[src/hw/rtl/psh_pkg.sv]
// Package for the PS/2 host link shifter: event kinds, status and drive codes,
// frame constants and the item and result structures.
// No dependencies; every other file of the block imports it.
package psh_pkg;

    localparam int unsigned FRAME_W = 12;
    localparam int unsigned TICK_W  = 8;

    localparam logic [FRAME_W-1:0] RX_MARKER   = 12'h800;
    localparam logic [FRAME_W-1:0] RX_PARMASK  = 12'h7fc;
    localparam logic [FRAME_W-1:0] TX_HIGHBITS = 12'h600;
    localparam logic [FRAME_W-1:0] PARITY_BIT  = 12'h100;
    localparam logic [7:0]         BYTE_MASK   = 8'hff;
    localparam logic [TICK_W-1:0]  TIMEOUT_RESET = 8'd10;

    typedef enum logic [1:0] {
        KIND_EDGE = 2'd0,
        KIND_TICK = 2'd1,
        KIND_SEND = 2'd2
    } kind_t;

    typedef enum logic [2:0] {
        ST_NONE        = 3'd0,
        ST_RX_BYTE     = 3'd1,
        ST_RX_DROP     = 3'd2,
        ST_SEND_OK     = 3'd3,
        ST_SEND_REFUSE = 3'd4,
        ST_TX_DONE     = 3'd5,
        ST_TIMEOUT     = 3'd6
    } status_t;

    typedef enum logic [1:0] {
        DRV_LEAVE   = 2'd0,
        DRV_LOW     = 2'd1,
        DRV_RELEASE = 2'd2
    } drive_t;

    typedef struct packed {
        logic [1:0] kind;
        logic       data_line;
        logic [7:0] tx_byte;
    } item_t;

    typedef struct packed {
        logic [2:0] status;
        logic [7:0] rx_byte;
        logic [1:0] data_drive;
        logic       clock_inhibit;
        logic       clock_release;
    } result_t;

endpackage

[src/hw/rtl/psh_core.sv]
// Link state of the PS/2 host shifter: transmit and receive shifters, idle timeout,
// and the single-pass logic that turns one event into one result.
// Depends on psh_pkg.
module psh_core (
    input  logic                             clk,
    input  logic                             rst_n,
    input  logic                             fire,
    input  psh_pkg::item_t                   item,
    input  logic [psh_pkg::TICK_W-1:0]       timeout_ticks,
    output psh_pkg::result_t                 result
);
    import psh_pkg::*;

    logic [FRAME_W-1:0] tx_shift_reg, tx_shift_next;
    logic [FRAME_W-1:0] rx_shift_reg, rx_shift_next;
    logic [TICK_W-1:0]  timeout_count_reg, timeout_count_next;

    logic [FRAME_W-1:0] rx_work;
    logic [FRAME_W-1:0] rx_after;
    logic [FRAME_W-1:0] tx_word;
    logic               rx_active;

    always_comb
    begin
        tx_shift_next      = tx_shift_reg;
        rx_shift_next      = rx_shift_reg;
        timeout_count_next = timeout_count_reg;
        result             = '0;
        rx_active          = 1'b0;
        rx_work            = rx_shift_reg;
        rx_after           = '0;
        // Odd parity: the parity bit is set when the data byte has an even count of ones.
        tx_word = {4'b0000, item.tx_byte} | ((^item.tx_byte) ? '0 : PARITY_BIT);
        tx_word = tx_word | TX_HIGHBITS;

        case (item.kind)
            KIND_EDGE:
            begin
                timeout_count_next = timeout_ticks;
                if (rx_shift_reg == '0)
                begin
                    if (tx_shift_reg == {{(FRAME_W-1){1'b0}}, 1'b1})
                    begin
                        tx_shift_next      = '0;
                        timeout_count_next = '0;
                        result.status      = ST_TX_DONE;
                    end
                    else if (tx_shift_reg != '0)
                    begin
                        result.data_drive = tx_shift_reg[0] ? DRV_RELEASE : DRV_LOW;
                        tx_shift_next     = {1'b0, tx_shift_reg[FRAME_W-1:1]};
                    end
                    else
                    begin
                        // Both shifters idle: this edge carries the start bit.
                        rx_active = 1'b1;
                        rx_work   = RX_MARKER;
                    end
                end
                else
                begin
                    rx_active = 1'b1;
                end

                if (rx_active)
                begin
                    rx_after      = {item.data_line, rx_work[FRAME_W-1:1]};
                    rx_shift_next = rx_after;
                    // The marker has reached bit 0 once all eleven bits are in.
                    if (rx_after[0])
                    begin
                        if (((rx_after & RX_MARKER) != '0) && (^(rx_after & RX_PARMASK)))
                        begin
                            result.status  = ST_RX_BYTE;
                            result.rx_byte = rx_after[9:2] & BYTE_MASK;
                        end
                        else
                        begin
                            result.status = ST_RX_DROP;
                        end
                        rx_shift_next      = '0;
                        timeout_count_next = '0;
                    end
                end
            end
            KIND_TICK:
            begin
                if (timeout_count_reg > 8'd1)
                begin
                    timeout_count_next = timeout_count_reg - 8'd1;
                end
                else if (timeout_count_reg == 8'd1)
                begin
                    tx_shift_next        = '0;
                    rx_shift_next        = '0;
                    timeout_count_next   = '0;
                    result.data_drive    = DRV_RELEASE;
                    result.clock_release = 1'b1;
                    result.status        = ST_TIMEOUT;
                end
            end
            KIND_SEND:
            begin
                if (rx_shift_reg != '0)
                begin
                    result.status = ST_SEND_REFUSE;
                end
                else
                begin
                    tx_shift_next        = {tx_word[FRAME_W-2:0], 1'b0};
                    timeout_count_next   = '0;
                    result.data_drive    = DRV_LOW;
                    result.clock_inhibit = 1'b1;
                    result.status        = ST_SEND_OK;
                end
            end
            default:
            begin
            end
        endcase
    end

    always_ff @(posedge clk or negedge rst_n)
    begin
        if (!rst_n)
        begin
            tx_shift_reg      <= '0;
            rx_shift_reg      <= '0;
            timeout_count_reg <= '0;
        end
        else if (fire)
        begin
            tx_shift_reg      <= tx_shift_next;
            rx_shift_reg      <= rx_shift_next;
            timeout_count_reg <= timeout_count_next;
        end
    end

    // A receive only starts with the transmitter idle, and a send is refused during one.
    a_shifters_exclusive: assert property (@(posedge clk) disable iff (!rst_n)
        !((rx_shift_reg != '0) && (tx_shift_reg != '0)))
        else $error("transmit and receive shifters active together");

    // A finished receive frame is cleared in the same pass, so the marker never rests in bit 0.
    a_rx_marker_cleared: assert property (@(posedge clk) disable iff (!rst_n)
        rx_shift_reg[0] == 1'b0)
        else $error("receive shifter left holding a complete frame");

    a_send_disarms: assert property (@(posedge clk) disable iff (!rst_n)
        (fire && (result.status == ST_SEND_OK)) |=>
            ((timeout_count_reg == '0) && (tx_shift_reg[FRAME_W-1] == 1'b1)))
        else $error("accepted send did not load frame and disarm timeout");

    a_abort_clears: assert property (@(posedge clk) disable iff (!rst_n)
        (fire && (result.status == ST_TIMEOUT)) |=>
            ((tx_shift_reg == '0) && (rx_shift_reg == '0)))
        else $error("timeout abort left a shifter running");

endmodule

[src/hw/rtl/ps2_host_link_shifter_unit.sv]
// Top level of the PS/2 host link shifter: input register, configuration register
// and result register around psh_core.
// Depends on psh_pkg and psh_core.
//
// Usage: each event (clock falling edge, 1 ms tick or send request) is offered on
// the item channel (item_valid, item_stall, kind, data_line, tx_byte). Every event
// gives exactly one result on the result channel (result_valid, result_stall,
// status, rx_byte, data_drive, clock_inhibit, clock_release).
// The result is registered after its item transfer; one item is accepted every
// cycle while result_stall does not hold the result register, set by the single
// pass through the shifter logic between the input register and the result register.
// When the receiver stalls, the result register holds its value and the input
// register keeps one more item; item_stall rises only when both are occupied.
// Reset empties both registers, idles the shifters, disarms the timeout and sets
// the timeout register to ten ticks. The user writes the timeout register with cfg_we
// and cfg_data only while no event is in flight; the block does not enforce it.
module ps2_host_link_shifter_unit (
    input  logic                        clk,
    input  logic                        rst_n,
    input  logic                        item_valid,
    output logic                        item_stall,
    input  logic [1:0]                  kind,
    input  logic                        data_line,
    input  logic [7:0]                  tx_byte,
    output logic                        result_valid,
    input  logic                        result_stall,
    output logic [2:0]                  status,
    output logic [7:0]                  rx_byte,
    output logic [1:0]                  data_drive,
    output logic                        clock_inhibit,
    output logic                        clock_release,
    input  logic                        cfg_we,
    input  logic [psh_pkg::TICK_W-1:0]  cfg_data
);
    import psh_pkg::*;

    item_t             item_reg;
    logic              item_valid_reg, item_valid_next;
    result_t           result_reg;
    result_t           core_result;
    logic              result_valid_reg, result_valid_next;
    logic [TICK_W-1:0] timeout_ticks_reg;
    logic              accept;
    logic              advance;

    assign advance    = item_valid_reg && (!result_valid_reg || !result_stall);
    assign item_stall = item_valid_reg && !advance;
    assign accept     = item_valid && !item_stall;

    always_comb
    begin
        item_valid_next = item_valid_reg;
        if (accept)
        begin
            item_valid_next = 1'b1;
        end
        else if (advance)
        begin
            item_valid_next = 1'b0;
        end

        result_valid_next = result_valid_reg;
        if (advance)
        begin
            result_valid_next = 1'b1;
        end
        else if (!result_stall)
        begin
            result_valid_next = 1'b0;
        end
    end

    always_ff @(posedge clk or negedge rst_n)
    begin
        if (!rst_n)
        begin
            item_valid_reg    <= 1'b0;
            result_valid_reg  <= 1'b0;
            timeout_ticks_reg <= TIMEOUT_RESET;
        end
        else
        begin
            item_valid_reg   <= item_valid_next;
            result_valid_reg <= result_valid_next;
            if (cfg_we)
            begin
                timeout_ticks_reg <= cfg_data;
            end
        end
    end

    always_ff @(posedge clk)
    begin
        if (accept)
        begin
            item_reg.kind      <= kind;
            item_reg.data_line <= data_line;
            item_reg.tx_byte   <= tx_byte;
        end
        if (advance)
        begin
            result_reg <= core_result;
        end
    end

    psh_core u_core (
        .clk           (clk),
        .rst_n         (rst_n),
        .fire          (advance),
        .item          (item_reg),
        .timeout_ticks (timeout_ticks_reg),
        .result        (core_result)
    );

    assign result_valid  = result_valid_reg;
    assign status        = result_reg.status;
    assign rx_byte       = result_reg.rx_byte;
    assign data_drive    = result_reg.data_drive;
    assign clock_inhibit = result_reg.clock_inhibit;
    assign clock_release = result_reg.clock_release;

endmodule
[config.mk]
export PLATFORM = sky130hd
export DESIGN_NAME = ps2_host_link_shifter_unit
export DESIGN_NICKNAME = d
export VERILOG_FILES = /design/src/hw/rtl/psh_pkg.sv /design/src/hw/rtl/psh_core.sv /design/src/hw/rtl/ps2_host_link_shifter_unit.sv
export SDC_FILE = /design/constraint.sdc
export NUM_CORES = 1
export LEC_CHECK = 0
export BUFFER_PORTS_ARGS = -buffer_cell sky130_fd_sc_hd__buf_4
export CAP_MARGIN = 10
export CORE_MARGIN = 2
export CORE_UTILIZATION = 50
export DETAILED_ROUTE_END_ITERATION = 6
export GPL_TIMING_DRIVEN = 0
export PLACE_DENSITY_LB_ADDON = 0.25
export SLEW_MARGIN = 5
export SYNTH_ARGS = -nofsm -noshare
export SYNTH_HDL_FRONTEND = slang
export SYNTH_SLANG_ARGS = --single-unit
[constraint.sdc]
create_clock -name clk -period 6.9 [get_ports clk]
set_clock_uncertainty 0.2 [all_clocks]
set_input_delay 0 -clock clk [delete_from_list [all_inputs] [get_ports clk]]
set_output_delay 0 -clock clk [all_outputs]
set_load 0.005 [all_outputs]
==> run metrics <==
status complete, no violations; Most common cell on crit path dlygate4sd3_1; Port Buf Inserts 39; VDD IR max 0.0002020 V; Arr. time, crit path 2.60 ns; register bit total from synthesis 67; internal power 967.4 µW; CP Data Required Time 7.04 ns; drt drc 0; Final setup viols 0; final period utilization 35.71%; max reg flops 12; Mapped Nets 329; Mapped Area 3386 µm²; Slew Viols, Final 0; worst setup path category primary input to asynchronous set/reset pin; Yosys cell types 54; total core area 6459 µm²; post-layout min period 2.464 ns; DR WL/cell 14.91 µm; CTS tree done; CP max FO 22; delay-heaviest family, CP buffers and inverters; CTS Buf Count 9; max_slew headroom 35.20%; hold_ws 0.1715 ns; Overflow after GRT 0; Mean Syn Cell Area 11.36 µm²; Post-DRT Antenna Nets 0; slowest CP cell dlygate4sd3_1; CTS root buf clkbuf_8; EDFF count, synth 26; initial core utilization 52.42%; WP buf/inv 4; Die Height 86.29 µm; worst-path cell chain dlygate4sd3_1 -> dlygate4sd3_1 -> buf_4 -> dlygate4sd3_1; maximum buffer depth of the clock tree 2; Worst-Skew Late Latency 0.35 ns; clock transition at the registers of the reported paths 0.07 ns; DRT Wirelength 6902 µm; dominant synthesized flop cell dfrtp_1; worst hold path type primary input to flip-flop; die area 7446 µm²; maxcap violations 0; Final Hold Vio Count 0; hpwl dp 4459 µm; Startpoint Class primary input; maximum number of pins on one net before global-route repair 23; Gate power share 40.7%; Syn-to-layout area delta 26.87%; Post-CTS Resized 0; Starting DRT DRC Count 196; DR vias 2476; LEAKAGE 0.001839 µW; GP Congestion 0.8738; first-pass GRT wire length 11790 µm; fmax 0.4059 GHz; CP Capture Type asynchronous set/reset pin; # diodes 0; Placed Cells incl. Taps 414; DR vias/cell 5.348; drt pass-1 iters 4; Tightest Pin Transition 0.9688 ns; H-tree depth 3; initial antenna violation count 0; setup_tns 0 ns; final cell count without fillers 463; CTS Sinks 67; cells after synthesis 298; RSZ-0062 raised after global routing no; Final nets 412; IO Pins 41; # rows 29; Post-synth ARST share 61.19%; register area share after synthesis 53.44%; Sw Share 39.04%; vias in the first global route 2444; die width 86.29 µm; P per Cell Area 369.5 nW/µm²; sw power 619.6 µW; Total GRT Usage 20.77%; CP peak stage delay 1.24 ns; yosys warns 0; Flop pwr share 39.1%; proportion of layout cells with a drive suffix above 1 21.50%; clock network power share 20.2%
## layout make-up
class,count,area [µm²]
Fill cell,503,2163
Sequential cell,67,1809
Multi-Input combinational cell,190,1408
Timing Repair Buffer,72,623.1
Clock buffer,9,123.9
Inverter,29,108.9
Tap cell,77,96.34
Clock inverter,7,66.31
Buffer,12,60.06
## power by group through the flow
stage          Clock (µW)  Sequential [µW]  Combinational (µW)
3_5_place_dp            0              629                 624
5_1_grt               348              637                 718
6_report              321              621                 646
3_3_place_gp            0              626                 608
4_1_cts               322              622                 647
2_1_floorplan           0              605                 503
## logic make-up (layout without fill, tap and decap cells)
kind of cell | Yosys count | count (layout) | share of synthesized area, %
flip-flops | 67 | 67 | 53.44
AO/OA/AOI/OAI | 56 | 56 | 11.31
multiplexers | 31 | 31 | 9.682
buffers and inverters | 41 | 129 | 4.989
adder cells (fa/ha/maj) | 7 | 7 | 2.587
XOR/XNOR | 15 | 15 | 4.102
AND/OR/NAND/NOR | 81 | 81 | 13.90
## layout by cell type (no fill, tap or decap), types with 2 or more instances in the layout
master         synthesis  routed
dfstp_2                2       2
a21o_1                 2       2
o21ai_1                4       4
nor4_4                 3       3
dlygate4sd3_1          0      33
mux2_2                 8       8
o211ai_1               3       3
a22oi_1                3       3
clkinv_1               0       2
inv_1                 29      29
nand2b_1               2       2
buf_4                  1      40
a21oi_1                9       9
nand4_1                4       4
a32oi_1                2       2
clkbuf_8               0       9
o21ai_0               15      15
nor2_1                21      21
xnor2_1               13      13
nor3_1                 3       3
edfxtp_1              26      26
clkbuf_1               6       6
nand3_1               11      11
mux2i_1               17      17
a31oi_1                5       5
clkinvlp_4             0       2
and2_1                 4       4
dfrtp_1               39      39
mux2_1                 6       6
buf_2                  3       3
nand2_1               20      20
nor2b_1                5       5
ha_1                   7       7
## synth_stat cells (all sizes together) (5+ instances only)
| library cell | n | share of area [%] |
|---|---|---|
| dfrtp | 39 | 29 |
| inv | 29 | 3.2 |
| edfxtp | 26 | 23 |
| nor2 | 21 | 2.3 |
| nand2 | 20 | 2.2 |
| o21ai | 19 | 2.8 |
| mux2i | 17 | 5.0 |
| mux2 | 14 | 4.7 |
| xnor2 | 14 | 3.8 |
| nand3 | 12 | 2.1 |
| a21oi | 10 | 1.6 |
| ha | 7 | 2.6 |
| buf | 6 | 1.1 |
| clkbuf | 6 | 0.67 |
| a31oi | 5 | 0.92 |
| nand4 | 5 | 1.1 |
| nor2b | 5 | 0.92 |
## stage by stage
| stage | setup WS, ns | cell area (µm²) | util (%) | total power (µW) |
|---|---|---|---|---|
| 6_report | 4.436 | 4295 | 66.51 | 1587 |
| 5_1_grt | 4.178 | 4295 | 66.51 | 1703 |
| 3_5_place_dp | 4.511 | 3775 | 58.45 | 1253 |
| 3_3_place_gp | 4.514 | 3775 | 58.45 | 1234 |
| 4_1_cts | 4.340 | 4295 | 66.51 | 1591 |
| 2_1_floorplan | 4.710 | 3386 | - | 1107 |
## worst paths after layout
check	from	endpoint	slack (ns)	depth (start not counted)
setup / recovery	rst_n	u_core.timeout_count_reg[6]	4.44	4
hold / removal	tx_byte[4]	item_reg[4]	0.17	2
setup reg to reg	u_core.timeout_count_reg[6]	u_core.tx_shift_reg[5]	4.47	6
hold reg to reg	item_valid_reg	result_valid	0.28	1
max in group clk	u_core.timeout_count_reg[6]	u_core.tx_shift_reg[5]	4.47	6
min in group asynchronous	rst_n	u_core.tx_shift_reg[11]	0.42	3
## per-layer routing
layer  GRT usage [%]  wire [µm]  up-vias
met2           34.11       3392       61
li1                -          -     1223
met5               0          0        -
met4           9.375        121        0
met3           3.714        266        9
met1           27.05       3122     1183
## what timing repair did
action / in CTS / in global routing
hold buffers: 33 / 0
hold endpoints to repair: 62 / 0
setup buffers: 0 / 0
(Power assumes the default switching activity.)
